===== config.mk =====
export PLATFORM = sky130hd
export DESIGN_NAME = pulse_period_frame_decoder_flat
export DESIGN_NICKNAME = d
export VERILOG_FILES = /design/src/hw/rtl/ppfd_pkg.sv /design/src/hw/rtl/ppfd_ifs.sv /design/src/hw/rtl/ppfd_datapath.sv /design/src/hw/rtl/ppfd_ctrl.sv /design/src/hw/rtl/pulse_period_frame_decoder.sv /design/src/flat_wrapper.sv
export SDC_FILE = /design/constraint.sdc
export NUM_CORES = 1
export LEC_CHECK = 0
export ABC_CLOCK_PERIOD_IN_PS = 9230
export CAP_MARGIN = 15
export CORE_MARGIN = 3
export CORE_UTILIZATION = 63
export DETAILED_ROUTE_END_ITERATION = 6
export DONT_BUFFER_PORTS = 1
export HOLD_SLACK_MARGIN = 0.05
export PLACE_DENSITY = 0.79
export SYNTH_ARGS = -nofsm -noshare
export SYNTH_HDL_FRONTEND = slang
export SYNTH_SLANG_ARGS = --single-unit

===== constraint.sdc =====
create_clock -name clk -period 9.23 [get_ports clk]
set_input_delay 0.4615 -clock clk [delete_from_list [all_inputs] [get_ports clk]]
set_output_delay 0.4615 -clock clk [all_outputs]
set_load 0.005 [all_outputs]

===== src/hw/rtl/ppfd_pkg.sv =====
package ppfd_pkg;

  localparam int unsigned MaxLenDefault = 64;
  localparam int unsigned PeriodW       = 16;
  localparam int unsigned ByteW         = 8;
  localparam int unsigned LenW          = 7;
  localparam int unsigned CfgW          = 16;
  localparam int unsigned RegIdxW       = 3;

  typedef enum logic [RegIdxW-1:0] {
    REG_GLITCH_LIMIT    = 3'd0,
    REG_ZERO_ONE_SPLIT  = 3'd1,
    REG_ONE_SYNC_SPLIT  = 3'd2,
    REG_SYNC_IDLE_SPLIT = 3'd3,
    REG_MAX_PAYLOAD     = 3'd4
  } reg_idx_t;

  typedef enum logic [2:0] {
    SYM_GLITCH,
    SYM_ZERO,
    SYM_ONE,
    SYM_SYNC,
    SYM_IDLE
  } sym_t;

  typedef enum logic [1:0] {
    ST_IDLE,
    ST_FETCH,
    ST_HOLD
  } state_t;

  typedef struct packed {
    logic step;
    logic rd_start;
    logic rd_fetch;
    logic rd_advance;
  } dp_cmd_t;

  typedef struct packed {
    logic frame_done;
    logic rd_last;
  } dp_status_t;

endpackage


===== src/hw/rtl/ppfd_ifs.sv =====
interface ppfd_period_if;
  logic                          valid;
  logic                          ready;
  logic [ppfd_pkg::PeriodW-1:0]  period;

  modport source (output valid, output period, input ready);
  modport sink   (input valid, input period, output ready);
endinterface

interface ppfd_byte_if;
  logic                        valid;
  logic                        ready;
  logic [ppfd_pkg::ByteW-1:0]  data_byte;
  logic                        last_byte;

  modport source (output valid, output data_byte, output last_byte, input ready);
  modport sink   (input valid, input data_byte, input last_byte, output ready);
endinterface


===== src/hw/rtl/ppfd_datapath.sv =====
module ppfd_datapath #(
  parameter int unsigned MAX_LEN = ppfd_pkg::MaxLenDefault
) (
  input  logic                          clk,
  input  logic                          rst,
  input  logic [ppfd_pkg::PeriodW-1:0]  period,
  input  logic                          cfg_write,
  input  logic [ppfd_pkg::RegIdxW-1:0]  cfg_index,
  input  logic [ppfd_pkg::CfgW-1:0]     cfg_data,
  input  ppfd_pkg::dp_cmd_t             cmd,
  output ppfd_pkg::dp_status_t          status,
  output logic [ppfd_pkg::ByteW-1:0]    data_byte,
  output logic                          last_byte
);
  import ppfd_pkg::*;

  localparam int unsigned AddrW = (MAX_LEN > 1) ? $clog2(MAX_LEN) : 1;
  localparam logic [LenW-1:0] MaxLenL = LenW'(MAX_LEN);

  logic [PeriodW-1:0] glitch_limit;
  logic [PeriodW-1:0] zero_one_split;
  logic [PeriodW-1:0] one_sync_split;
  logic [PeriodW-1:0] sync_idle_split;
  logic [LenW-1:0]    max_payload;

  logic               locked;
  logic [ByteW-1:0]   partial_byte;
  logic [2:0]         bit_count;
  logic [LenW-1:0]    byte_index;
  logic [LenW-1:0]    bytes_needed;

  logic [ByteW-1:0]   mem [MAX_LEN];
  logic [AddrW-1:0]   rd_idx;
  logic [ByteW-1:0]   rdata;
  logic               last_q;

  sym_t               sym;
  logic               is_bit;
  logic               byte_full;
  logic               is_len_byte;
  logic [ByteW-1:0]   assembled;
  logic [LenW-1:0]    limit;
  logic               len_ok;
  logic [LenW-1:0]    index_inc;
  logic [LenW-1:0]    store_idx;
  logic               complete;
  logic               mem_we;
  logic [AddrW-1:0]   wr_addr;

  always_comb begin
    if (period < glitch_limit) begin
      sym = SYM_GLITCH;
    end else if (period < zero_one_split) begin
      sym = SYM_ZERO;
    end else if (period < one_sync_split) begin
      sym = SYM_ONE;
    end else if (period < sync_idle_split) begin
      sym = SYM_SYNC;
    end else begin
      sym = SYM_IDLE;
    end
  end

  always_comb begin
    is_bit      = locked && (sym == SYM_ZERO || sym == SYM_ONE);
    byte_full   = (bit_count == 3'd7);
    is_len_byte = (byte_index == '0);
    assembled   = partial_byte | ((sym == SYM_ONE) ? (ByteW'(1) << bit_count) : '0);
    limit       = (max_payload < MaxLenL) ? max_payload : MaxLenL;
    len_ok      = (assembled != '0) && ({1'b0, limit} >= assembled);
    index_inc   = byte_index + 7'd1;
    store_idx   = byte_index - 7'd1;
    complete    = is_bit && byte_full && !is_len_byte && (bytes_needed != '0)
                  && (index_inc >= bytes_needed);
    mem_we      = cmd.step && is_bit && byte_full && !is_len_byte && (store_idx < MaxLenL);
    wr_addr     = AddrW'(store_idx);
  end

  assign status.frame_done = complete;
  assign status.rd_last    = last_q;
  assign data_byte         = rdata;
  assign last_byte         = last_q;

  always_ff @(posedge clk) begin
    if (rst) begin
      glitch_limit    <= 16'd100;
      zero_one_split  <= 16'd300;
      one_sync_split  <= 16'd500;
      sync_idle_split <= 16'd800;
      max_payload     <= 7'd64;
      locked          <= 1'b0;
      partial_byte    <= '0;
      bit_count       <= '0;
      byte_index      <= '0;
      bytes_needed    <= '0;
      rd_idx          <= '0;
    end else begin
      if (cfg_write) begin
        unique case (cfg_index)
          REG_GLITCH_LIMIT:    glitch_limit    <= cfg_data;
          REG_ZERO_ONE_SPLIT:  zero_one_split  <= cfg_data;
          REG_ONE_SYNC_SPLIT:  one_sync_split  <= cfg_data;
          REG_SYNC_IDLE_SPLIT: sync_idle_split <= cfg_data;
          REG_MAX_PAYLOAD:     max_payload     <= cfg_data[LenW-1:0];
          default: ;
        endcase
      end
      if (cmd.step) begin
        if (sym == SYM_SYNC) begin
          locked       <= 1'b1;
          partial_byte <= '0;
          bit_count    <= '0;
          byte_index   <= '0;
          bytes_needed <= '0;
        end else if (sym == SYM_GLITCH || sym == SYM_IDLE) begin
          locked <= 1'b0;
        end else if (locked) begin
          if (!byte_full) begin
            partial_byte <= assembled;
            bit_count    <= bit_count + 3'd1;
          end else begin
            partial_byte <= '0;
            bit_count    <= '0;
            if (is_len_byte && !len_ok) begin
              locked <= 1'b0;
            end else begin
              if (is_len_byte) begin
                bytes_needed <= LenW'(assembled) + 7'd1;
              end
              byte_index <= index_inc;
              if (complete) begin
                locked <= 1'b0;
              end
            end
          end
        end
      end
      if (cmd.rd_start) begin
        rd_idx <= '0;
      end else if (cmd.rd_advance) begin
        rd_idx <= rd_idx + AddrW'(1);
      end
    end
  end

  always_ff @(posedge clk) begin
    if (mem_we) begin
      mem[wr_addr] <= assembled;
    end
    if (cmd.rd_fetch) begin
      rdata  <= mem[rd_idx];
      last_q <= (LenW'(rd_idx) == (bytes_needed - 7'd2));
    end
  end

endmodule


===== src/hw/rtl/ppfd_ctrl.sv =====
module ppfd_ctrl (
  input  logic                  clk,
  input  logic                  rst,
  input  logic                  in_valid,
  input  logic                  out_ready,
  input  ppfd_pkg::dp_status_t  status,
  output ppfd_pkg::dp_cmd_t     cmd,
  output logic                  in_ready,
  output logic                  out_valid
);
  import ppfd_pkg::*;

  state_t state;
  state_t state_next;

  always_ff @(posedge clk) begin
    if (rst) begin
      state <= ST_IDLE;
    end else begin
      state <= state_next;
    end
  end

  always_comb begin
    state_next = state;
    unique case (state)
      ST_IDLE: begin
        if (in_valid && status.frame_done) begin
          state_next = ST_FETCH;
        end
      end
      ST_FETCH: begin
        state_next = ST_HOLD;
      end
      ST_HOLD: begin
        if (out_ready) begin
          state_next = status.rd_last ? ST_IDLE : ST_FETCH;
        end
      end
      default: state_next = ST_IDLE;
    endcase
  end

  always_comb begin
    in_ready       = 1'b0;
    out_valid      = 1'b0;
    cmd.step       = 1'b0;
    cmd.rd_start   = 1'b0;
    cmd.rd_fetch   = 1'b0;
    cmd.rd_advance = 1'b0;
    unique case (state)
      ST_IDLE: begin
        in_ready     = 1'b1;
        cmd.step     = in_valid;
        cmd.rd_start = in_valid && status.frame_done;
      end
      ST_FETCH: begin
        cmd.rd_fetch = 1'b1;
      end
      ST_HOLD: begin
        out_valid      = 1'b1;
        cmd.rd_advance = out_ready && !status.rd_last;
      end
      default: ;
    endcase
  end

endmodule


===== src/hw/rtl/pulse_period_frame_decoder.sv =====
// Pulse distance frame decoder.
// pulses carries one measured fall-to-fall period per beat. Each period is
// classed against the four threshold registers as glitch, bit zero, bit one,
// sync or idle. A sync locks the decoder; bits are packed LSB first, the first
// byte is the payload length, and the payload bytes go to a local memory.
// When the last payload byte of a frame arrives, the frame is sent on payload
// as one beat per byte, last_byte set on the final one.
// While no frame is being sent, pulses.ready is high and each period is taken
// as it arrives. After the period that ends a frame, each payload byte goes
// through a registered memory read, then a hold; pulses.ready stays low until
// the final byte is taken. A stalled receiver holds the current byte steady;
// nothing is dropped. Registers are written via cfg_write/cfg_index/cfg_data;
// the user must write them only while idle; the block does not enforce it.
// Reset (rst, synchronous) restores threshold defaults, returns to hunting and
// clears byte assembly; payload memory keeps no reset.
module pulse_period_frame_decoder #(
  parameter int unsigned MAX_LEN = ppfd_pkg::MaxLenDefault
) (
  input  logic                          clk,
  input  logic                          rst,
  ppfd_period_if.sink                   pulses,
  ppfd_byte_if.source                   payload,
  input  logic                          cfg_write,
  input  logic [ppfd_pkg::RegIdxW-1:0]  cfg_index,
  input  logic [ppfd_pkg::CfgW-1:0]     cfg_data
);
  import ppfd_pkg::*;

  dp_cmd_t    cmd;
  dp_status_t status;

  ppfd_ctrl u_ctrl (
    .clk       (clk),
    .rst       (rst),
    .in_valid  (pulses.valid),
    .out_ready (payload.ready),
    .status    (status),
    .cmd       (cmd),
    .in_ready  (pulses.ready),
    .out_valid (payload.valid)
  );

  ppfd_datapath #(
    .MAX_LEN (MAX_LEN)
  ) u_datapath (
    .clk       (clk),
    .rst       (rst),
    .period    (pulses.period),
    .cfg_write (cfg_write),
    .cfg_index (cfg_index),
    .cfg_data  (cfg_data),
    .cmd       (cmd),
    .status    (status),
    .data_byte (payload.data_byte),
    .last_byte (payload.last_byte)
  );

  a_no_overlap: assert property (@(posedge clk) disable iff (rst)
    !(payload.valid && pulses.ready))
    else $error("input ready while a frame byte is pending");

  a_last_frees_input: assert property (@(posedge clk) disable iff (rst)
    payload.valid && payload.ready && payload.last_byte |=> pulses.ready)
    else $error("input not ready after final frame byte");

  a_mid_frame_busy: assert property (@(posedge clk) disable iff (rst)
    payload.valid && payload.ready && !payload.last_byte |=> !pulses.ready)
    else $error("input ready in the middle of a frame");

endmodule

===== src/flat_wrapper.sv =====
// flat-port wrapper written by rule: the top's interface ports become plain ports
module pulse_period_frame_decoder_flat import ppfd_pkg::*;
#(
  parameter int unsigned MAX_LEN = ppfd_pkg::MaxLenDefault
)
  (clk, rst, cfg_write, cfg_index, cfg_data, pulses_valid, pulses_period, pulses_ready, payload_valid, payload_data_byte, payload_last_byte, payload_ready);
  ppfd_period_if pulses_i ();
  ppfd_byte_if payload_i ();
  input  logic clk;
  input  logic rst;
  input  logic cfg_write;
  input  logic [ppfd_pkg::RegIdxW-1:0] cfg_index;
  input  logic [ppfd_pkg::CfgW-1:0] cfg_data;
  input wire logic [$bits(pulses_i.valid)-1:0] pulses_valid;
  input wire logic [$bits(pulses_i.period)-1:0] pulses_period;
  output wire logic [$bits(pulses_i.ready)-1:0] pulses_ready;
  output wire logic [$bits(payload_i.valid)-1:0] payload_valid;
  output wire logic [$bits(payload_i.data_byte)-1:0] payload_data_byte;
  output wire logic [$bits(payload_i.last_byte)-1:0] payload_last_byte;
  input wire logic [$bits(payload_i.ready)-1:0] payload_ready;
  assign pulses_i.valid = pulses_valid;
  assign pulses_i.period = pulses_period;
  assign pulses_ready = pulses_i.ready;
  assign payload_valid = payload_i.valid;
  assign payload_data_byte = payload_i.data_byte;
  assign payload_last_byte = payload_i.last_byte;
  assign payload_i.ready = payload_ready;
  pulse_period_frame_decoder #(.MAX_LEN(MAX_LEN)) u_core (.clk(clk), .rst(rst), .pulses(pulses_i), .payload(payload_i), .cfg_write(cfg_write), .cfg_index(cfg_index), .cfg_data(cfg_data));
endmodule

==> results of run 1 <==
-- final timing paths --
| kind | start | end | cells past startpoint |
|---|---|---|---|
| max reg2reg | u_core.u_datapath.glitch_limit[7]$_SDFFE_PP0P_ | u_core.u_datapath.bytes_needed[2]$_SDFFE_PP0P_ | 18 |
| max | u_core.u_datapath.glitch_limit[7]$_SDFFE_PP0P_ | u_core.u_datapath.bytes_needed[2]$_SDFFE_PP0P_ | 18 |
| min reg2reg | u_core.u_datapath.sync_idle_split[4]$_SDFFE_PP0P_ | u_core.u_datapath.sync_idle_split[4]$_SDFFE_PP0P_ | 2 |
| min | payload_ready | u_core.u_ctrl.state[1]$_SDFFE_PP0P_ | 3 |
-- stage by stage --
step / setup slack [ps] / hold slack (ps) / instances / cell area, um2 / util (%)
2_1_floorplan: 1280 / 421 / 1656 / 26600 / -
3_3_place_gp: 3600 / 436 / 2124 / 27100 / 65.7
3_5_place_dp: 3360 / 440 / 2124 / 27100 / 65.7
4_1_cts: 3420 / 61.0 / 2251 / 29100 / 70.6
5_1_grt: 2890 / 77.3 / 2254 / 29200 / 70.7
6_report: 3350 / 89.9 / 2254 / 29200 / 70.7
-- power by group through the flow --
stage / clock network (W) / registers, W / logic (W)
after detailed placement: 0 / 0.00310 / 0.000100
after floorplan: 0 / 0.00310 / 0.0000788
after CTS: 0.00233 / 0.00304 / 0.000118
after global placement: 0 / 0.00310 / 0.0000956
after global routing: 0.00244 / 0.00304 / 0.000134
final: 0.00231 / 0.00304 / 0.000121
-- placed cells by master, fill, tap and decap left out, types with 6 or more instances in the layout --
master,instances
dfxtp_1,101
ha_1,86
a211o_1,8
edfxtp_1,521
nand2_1,148
xor2_1,6
nand4_1,11
buf_4,12
clkbuf_16,59
nand3b_1,15
clkbuf_1,14
xnor2_1,16
nor2b_1,12
a31oi_1,6
o21ai_0,19
clkinv_1,9
nor4_1,6
o21a_1,7
mux4_2,168
nor2_1,122
dlygate4sd3_1,17
mux2i_1,11
inv_1,85
a21oi_1,82
clkinvlp_4,6
a21o_1,12
nand2b_1,15
nand3_1,23
nor3_1,8
clkinv_2,15
-- final cells by class --
cell class                 instances  area [um2]
clock buffer                      73        1530
clock inverter                    36         309
fill                            2552       12100
inverter                          87         327
multi-input combinational        866        8250
sequential                       626       17800
tap                              532         666
timing repair buffer              34         368
-- cell families (layout without fill, tap and decap cells) --
logic type,count (synthesis),in the layout,synth area share [%]
adders and majority gates,86,86,4.05
AOI/OAI and AO/OA,183,183,4.63
DFF,626,626,66.7
muxes,181,181,14.7
buffers and inverters,164,230,2.32
xor gates and xnor gates,22,22,0.724
and+or+nand+nor,394,394,6.82
-- worst max-delay path, cell delays in order (launching register included) --
cell and delay (ps):
dfxtp_1 330, inv_1 50, ha_1 290, nand4_1 100, o311a_1 420, o31a_1 420
nor4_1 820, a21oi_1 240, inv_2 840, ha_1 380, nand2b_1 140, a211oi_1 240
o21ai_0 120, a21o_1 160, a21oi_1 340, nor4b_2 130, o21ai_1 480, or3_1 190
a21oi_1 60
-- flip-flops by register name (all words and copies together) (netlist names) --
| signal | flops |
|---|---|
| u_core.u_datapath.mem | 512 |
| u_core.u_datapath.glitch_limit | 16 |
| u_core.u_datapath.one_sync_split | 16 |
| u_core.u_datapath.sync_idle_split | 16 |
| u_core.u_datapath.zero_one_split | 16 |
| u_core.u_datapath.data_byte | 8 |
| u_core.u_datapath.partial_byte | 8 |
| u_core.u_datapath.byte_index | 7 |
| u_core.u_datapath.bytes_needed | 7 |
| u_core.u_datapath.max_payload | 7 |
| u_core.u_datapath.rd_idx | 6 |
| u_core.u_datapath.bit_count | 3 |
| u_core.u_ctrl.state | 2 |
| u_core.u_datapath.last_byte | 1 |
| u_core.u_datapath.locked | 1 |
-- per-layer routing --
layer  part of all wire (%)  vias to the layer above
li1                       -                     6431
met1                     40                     7507
met2                     50                      680
met3                    7.3                      110
met4                    2.7                        2
met5                  0.026                        -
==> run metrics, run 1 <==
status=completed; initial antenna violation count=1; met1 usage=39.5%; CTS clk-pin slew, worst paths=60 ps; Gate power share=2.2%; post-route ant nets=0; RSZ-0062 raised after global routing=false; fin crit period=5880 ps; DP HPWL=36,000 um; CTS sink count=626; grt met3 use=4.67%; Starting Density=64.4%; asr flop ratio synth=0%; TritonCTS clock tree=yes; flop and latch count out of synthesis=626; GRT Total Usage=27.8%; Area contributors post-synth=edfxtp_1 (59%), mux4_2 (14%), dfxtp_1 (7.9%); Top-Level Pins=51; Core Footprint=41,300 um2; ratio of final minimum period to clock period=63.7%; final hold vios=0; CP max FO=67; Num CTS Buffers=58; # resized after CTS=0; number of setup violations in the final report=0; htree depth=2; reg-to-reg slack, setup=3350 ps; EDFF count, synth=521; share of layout cells above drive strength 1=17.2%; postcts setup bufs=0; Syn Inst Count=1,656; clock buffer depth=3; drt via density=6.54; Clock Skews=31.7 ps; Detailed Route Iter0 Violations=1,484; Clk pwr share=42.2%; drc violations=0; Rows=74; latest clock arrival within the worst-skew pair=630 ps; Slew Limit Headroom=22.3%; Worst-Margin Slew=1160 ps; most common library cells after synthesis=edfxtp_1 (521), mux4_2 (168), nand2_1 (148), nor2_1 (122), dfxtp_1 (105); root buf cell=clkbuf_16; crit path launch type=flip-flop; crit path DAT=6360 ps; die width=211 um; hold buffer count at CTS=18; routed wire length per instance=26.9 um; Switching Fraction=20.5%; Yosys cell types=69; internal power=0.00434 W; Max Cap Violations=0; setup_tns=0 ps; static leakage=9.62 nW; routability cong.=0.869; Detailed Routing Iterations Pass 1=5; cell taking the most area after synthesis=edfxtp_1; total power per unit cell area=187 nW/um2; largest net degree at the start of global routing=118; overall power=0.00546 W; syn_area_per_cell=16.1 um2; PortBufs=0; die footprint=44,700 um2; Via Count=14,730; ys flop type=edfxtp_1; number of synthesis warnings=0; maximum VDD drop=0.167 mV; first-pass GRT wire length=92,600 um; net count after synthesis=1,782; CP Class=flip-flop to flip-flop; gr ovfl total=0; sequential cell fraction of total power=55.6%; max frequency=170 MHz; Worst EP required=9710 ps; synth-to-layout area growth=9.82%; Net Sw Power=0.00112 W; Synth top area share=58.8%; chip height=211 um; Max Slew Vio Count=0; count leader, synth=edfxtp_1; met2 usage=45.6%; synthesized area=26,600 um2; gr busiest metal=met2; HP Class=input pin to flip-flop; register area share after synthesis=66.7%; Crit. End Element=flip-flop; final wirelength=60,600 um; vias in the first global route=14,812; # diodes=0; Post-layout nets=1,799
Note: power is estimated with default switching activity, not from simulation.
==> run 2: changes to the inputs <==
- ABC_CLOCK_PERIOD_IN_PS: 9230 -> 5230
- CORE_UTILIZATION: 63 -> 57
- PLACE_DENSITY: 0.79 -> 0.75
- clock period: 9.23 -> 5.23 ns (I/O delays scaled with it)
==> run 2 against run 1 <==
  * Register-to-register slack worse by 2800 ps
  * Final area is 1.4% higher
  * Maximum frequency grew 25%
  * Non-clock buffer count rose by 45
  * Hold slack gained 30 ps
  * Combinational power increased by 80%
  * Worst setup slack lost 2800 ps
  * Utilization shrank 6.0 points
  * Critical endpoint is now u_core.u_datapath.mem[41][5]$_DFFE_PP_
==> run metrics, run 2 (synthesized netlist as in run 1, its figures left out) <==
Clock Skews=31.4 ps (-0.316 ps); postcts setup bufs=0 (unchanged); Crit. End Element=flip-flop; Detailed Routing Iterations Pass 1=6 (+1); drc violations=0 (unchanged); number of flip-flops in the largest register=512 (unchanged); first-pass GRT wire length=89,700 um (-3.1%); Post-layout nets=1,845 (+2.6%); clock buffer depth=3 (unchanged); Largest Register=u_core.u_datapath.mem; Reg2Reg Capture Point=u_core.u_datapath.mem[41][5]$_DFFE_PP_; final hold vios=0 (unchanged); Via Count=14,757 (+0.18%); static leakage=9.67 nW (+0.54%); Detailed Route Iter0 Violations=1,543 (+4.0%); fin crit period=4720 ps (-1160 ps); critical hold path startpoint=cfg_index[0]; overall power=0.00958 W (+75%); largest net degree at the start of global routing=102 (-14%); CTS clk-pin slew, worst paths=60 ps (about the same); Max Slew Vio Count=0 (unchanged); root buf cell=clkbuf_16; CP Capture Point=u_core.u_datapath.mem[41][5]$_DFFE_PP_; crit path launch type=flip-flop; Rows=78 (+5.4%); Max Cap Violations=0 (unchanged); routability cong.=0.829 (-4.6%); max frequency=212 MHz (+25%); Top-Level Pins=51 (unchanged); setup_tns=0 ps (unchanged); status=completed; DP HPWL=36,200 um (+0.71%); post-route ant nets=0 (unchanged); TritonCTS clock tree=yes; crit path DAT=4950 ps (-1410 ps); CP max FO=8 (-88%); CP Class=flip-flop to flip-flop; routed wire length per instance=24.8 um (-7.7%); reg-to-reg slack, setup=510 ps (-2840 ps); PortBufs=0 (unchanged); Worst R2R Start=u_core.u_datapath.zero_one_split[6]$_SDFFE_PP0P_; drt via density=6.25 (-4.4%); ratio of final minimum period to clock period=90.3% (+27 points); Setup crit start=u_core.u_datapath.zero_one_split[6]$_SDFFE_PP0P_; Slew Limit Headroom=23.0% (+0.63 points); Buf/Inv on CP=2 (unchanged); vias in the first global route=14,648 (-1.1%); Starting Density=58.1% (-6.3 points); Worst-Margin Slew=1160 ps (-9.42 ps); CP Cell Sequence=inv_1, ha_1, a21o_1, o21ai_0, o311ai_2, a2111oi_4, buf_4, or2b_2, nand2_2, nor4_1, nand3_1, nor2_1; Worst path slowest cell=nor2_1; CTS sink count=626 (unchanged); latest clock arrival within the worst-skew pair=630 ps (about the same); share of layout cells above drive strength 1=18.8% (+1.5 points); synth-to-layout area growth=11.4%; Worst EP required=5460 ps (-4250 ps); die footprint=49,300 um2 (+10%); gr ovfl total=0 (unchanged); crit-path leading delay family=simple AND/OR/NAND/NOR gates; Crit. path cell count=12 (-6); GRT Total Usage=23.9% (-3.9 points); commonest cells after routing, fill and taps aside=edfxtp_1 (521), mux4_2 (168), nand2_1 (148); maximum VDD drop=0.331 mV (+98%); Core Footprint=45,800 um2 (+11%); Slowest Stage Delay on Critical Path=880 ps (+40 ps); R2R depth=12 (-6); chip height=222 um (+5.0%); number of setup violations in the final report=0 (unchanged); final wirelength=58,600 um (-3.3%); RSZ-0062 raised after global routing=false; total power per unit cell area=323 nW/um2 (+73%); htree depth=2 (unchanged); die width=222 um (+5.0%); Num CTS Buffers=59 (+1.7%); commonest non-fill, non-tap cell in the layout=edfxtp_1; initial antenna violation count=2 (+1); HP Class=input pin to flip-flop
-- run 2: cell types whose count changed in the layout (fill, tap and decap cells not counted), sizes merged --
| cell | before | now |
|---|---|---|
| diode | 0 | 2 |
| clkinv | 26 | 19 |
| clkinvlp | 7 | 1 |
| buf | 17 | 57 |
| dlygate4sd3 | 17 | 22 |
| clkbuf | 73 | 80 |
| bufinv | 3 | 2 |
-- run 2: worst reg2reg max path: stages (launching register included) --
cell and delay, ps:
dfxtp_1 330, inv_1 40, ha_1 300, a21o_1 190, o21ai_0 230, o311ai_2 200, a2111oi_4 380, buf_4 230
or2b_2 180, nand2_2 80, nor4_1 610, nand3_1 680, nor2_1 890
-- run 2: worst min path at each step --
stage / end / slack, ps / depth (start not counted)
detailed placement: u_core.u_ctrl.state[0]$_SDFFE_PP0P_ / 340 / 1
finish: u_core.u_datapath.zero_one_split[4]$_SDFFE_PP0P_ / 120 / 5
CTS: u_core.u_datapath.zero_one_split[9]$_SDFFE_PP0P_ / 80 / 5
floorplan: u_core.u_datapath.glitch_limit[2]$_SDFFE_PP1P_ / 380 / 1
global placement: u_core.u_ctrl.state[0]$_SDFFE_PP0P_ / 330 / 1
global route: u_core.u_datapath.partial_byte[3]$_SDFFE_PP0P_ / 130 / 4
-- run 2: layer usage --
metal	wire, um	global-route usage, %	share of wire, %	vias up
met3	4210	3.64	7.2	109
li1	-	-	-	6497
met5	0	0	0	-
met1	23800	34.1	41	7535
met4	1500	6.96	2.6	0
met2	29000	38.9	50	616
-- run 2: stage by stage --
| step | hold slack, ps | worst slack, ps | instance area, um2 | instances | util (%) |
|---|---|---|---|---|---|
| floorplan | 379 | 103 | 26600 | 1656 | - |
| global placement | 332 | 494 | 27500 | 2234 | 60.2 |
| detailed placement | 338 | 309 | 27500 | 2234 | 60.2 |
| CTS | 81.3 | 260 | 29600 | 2359 | 64.7 |
| global route | 127 | 90.9 | 29600 | 2362 | 64.7 |
| finish | 119 | 505 | 29600 | 2362 | 64.7 |
-- run 2: where the power goes --
part           switching (W)  internal, W  leakage, nW  total, W
logic               0.000136    0.0000827         3.11  0.000218
clock network        0.00177      0.00223        0.877   0.00400
registers         0.00000783      0.00535         5.68   0.00536
total                0.00192      0.00766         9.67   0.00958
-- run 2: area by class of cell --
cell class              instances  area (um2)
fillers                      3084       16100
well taps                     600         751
clock inverters                22         204
flip-flops and latches        626       17800
diodes                          2        5.00
repair buffers                 79         718
inverters                      87         327
clock buffers                  80        1600
multi-input cells             866        8270
-- run 2: what timing repair did --
action                                  in CTS  in global routing
hold buffers                                23                  0
endpoints found under the setup margin       0                 13
hold endpoints to repair                   100                  0
gates resized for setup                      0                  1
==> run 3: changes to the inputs <==
==> constraint.sdc (replaced) <==
create_clock -name clk -period 5.23 [get_ports clk]
set_input_delay 0.2615 -clock clk [delete_from_list [all_inputs] [get_ports clk]]
set_output_delay 0.2615 -clock clk [all_outputs]
set_load 0.01 [all_outputs]
==> run 3 against run 2 <==
  * Non-clock buffer count unchanged
  * Maximum frequency up 0.16%
  * First-iteration DRC count unchanged
  * Critical path depth unchanged
  * Sequential power about the same
  * Clock skew about the same
  * Routed wire length about the same
  * Sequential share of layout area unchanged
  * Total power about the same
  * Via count about the same
  * Largest power group unchanged
==> run metrics, run 3 (synthesized netlist as in run 1, its figures left out) <==
commonest non-fill, non-tap cell in the layout=edfxtp_1; Setup WS post-layout=513 ps (+7.44 ps); chip height=222 um (unchanged); routability cong.=0.829 (unchanged); Setup Slack @ Placement=309 ps (unchanged); CTS sink count=626 (unchanged); worst hold slack=120 ps (+0.299 ps); Detailed Routing Iterations Pass 1=5 (-1); synth-to-layout area growth=11.4% (unchanged); final hold vios=0 (unchanged); Worst EP required=5460 ps (about the same); Rows=78 (unchanged); max frequency=212 MHz (+0.16%); status=completed; Num CTS Buffers=59 (unchanged); Worst-Margin Slew=1160 ps (-0.000447 ps); Detailed Route Iter0 Violations=1,543 (unchanged); die width=222 um (unchanged); Top-Level Pins=51 (unchanged); CP Class=flip-flop to flip-flop; die footprint=49,300 um2 (unchanged); share of layout cells above drive strength 1=18.8% (unchanged); latest clock arrival within the worst-skew pair=630 ps (about the same); Largest Register=u_core.u_datapath.mem; post-route ant nets=0 (unchanged); largest net degree at the start of global routing=102 (unchanged); GRT Total Usage=23.9% (unchanged); final wirelength=58,600 um (about the same); postcts setup bufs=0 (unchanged); routed wire length per instance=24.8 um (about the same); total power per unit cell area=323 nW/um2 (about the same); fin crit period=4720 ps (-7.45 ps); vias in the first global route=14,648 (unchanged); Via Count=14,755 (-0.014%); Starting Density=58.1% (unchanged); R2R depth=12 (unchanged); Max Slew Vio Count=0 (unchanged); crit path DAT=4950 ps (about the same); htree depth=2 (unchanged); ratio of final minimum period to clock period=90.2% (-0.14 points); setup_tns=0 ps (unchanged); Post-layout nets=1,845 (unchanged); HP Class=input pin to flip-flop; Hold Path Cell Cnt=5 (unchanged); maximum VDD drop=0.331 mV (unchanged); RSZ-0062 raised after global routing=false; Core Footprint=45,800 um2 (unchanged); root buf cell=clkbuf_16; drt via density=6.25 (about the same); number of setup violations in the final report=0 (unchanged); clock buffer depth=3 (unchanged); crit path launch type=flip-flop; PortBufs=0 (unchanged); Crit. End Element=flip-flop; first-pass GRT wire length=89,700 um (unchanged); Clock Skews=31.4 ps (-0.000400 ps); CP max FO=8 (unchanged); number of flip-flops in the largest register=512 (unchanged); TritonCTS clock tree=yes; gr ovfl total=0 (unchanged); commonest cells after routing, fill and taps aside=edfxtp_1 (521), mux4_2 (168), nand2_1 (148); Slew Limit Headroom=23.0% (about the same); static leakage=9.67 nW (unchanged); initial antenna violation count=2 (unchanged); Max Cap Violations=0 (unchanged); CTS clk-pin slew, worst paths=60 ps (about the same); drc violations=0 (unchanged); DP HPWL=36,200 um (about the same)
## run 3: cell counts in the layout (fill, tap and decap cells not counted)
Identical to the previous run, type by type.
## run 3: metal layers
metal	global-route usage, %	vias to the layer above	routed length, um
met5	0	-	0
met4	6.96	0	1500
met3	3.64	109	4240
met2	38.9	617	29000
met1	34.1	7532	23800
li1	-	6497	-
## run 3: cell type report
type	count	area, um2
flip-flops and latches	626	17800
fillers	3084	16100
multi-input cells	866	8270
clock buffers	80	1600
well taps	600	751
repair buffers	79	718
inverters	87	327
clock inverters	22	204
diodes	2	5.00
## run 3: path summary, 6_finish.rpt
check	from	to	slack (ps)
worst max-delay path	u_core.u_datapath.zero_one_split[6]$_SDFFE_PP0P_	u_core.u_datapath.mem[41][5]$_DFFE_PP_	510
worst min-delay path	cfg_index[0]	u_core.u_datapath.zero_one_split[4]$_SDFFE_PP0P_	120
worst max register to register	u_core.u_datapath.zero_one_split[6]$_SDFFE_PP0P_	u_core.u_datapath.mem[41][5]$_DFFE_PP_	510
worst min register to register	u_core.u_datapath.partial_byte[7]$_SDFFE_PP0P_	u_core.u_datapath.partial_byte[7]$_SDFFE_PP0P_	450
## run 3: power breakdown
part	switching [W]	internal (W)	total [W]
Combinational	0.000136	0.0000826	0.000219
Clock	0.00177	0.00223	0.00400
Sequential	0.00000783	0.00535	0.00536
Total	0.00192	0.00766	0.00958
## run 3: timing repair
action	CTS	global route
gates resized for setup	0	1
hold endpoints to repair	100	0
endpoints found under the setup margin	0	13
hold buffers	23	0
## run 3: critical path: stages, from the launching register on
cell and delay, ps:
dfxtp_1 330, inv_1 40, ha_1 300, a21o_1 190
o21ai_0 220, o311ai_2 200, a2111oi_4 370, buf_4 230
or2b_2 180, nand2_2 80, nor4_1 610, nand3_1 680
nor2_1 880
## run 3: stage by stage
step	cell area [um2]	instances	power, W	util [%]
floorplan	26600	1656	0.00561	-
global placement	27500	2234	0.00564	60.2
detailed placement	27500	2234	0.00565	60.2
CTS	29600	2359	0.00965	64.7
global route	29600	2362	0.00987	64.7
finish	29600	2362	0.00958	64.7
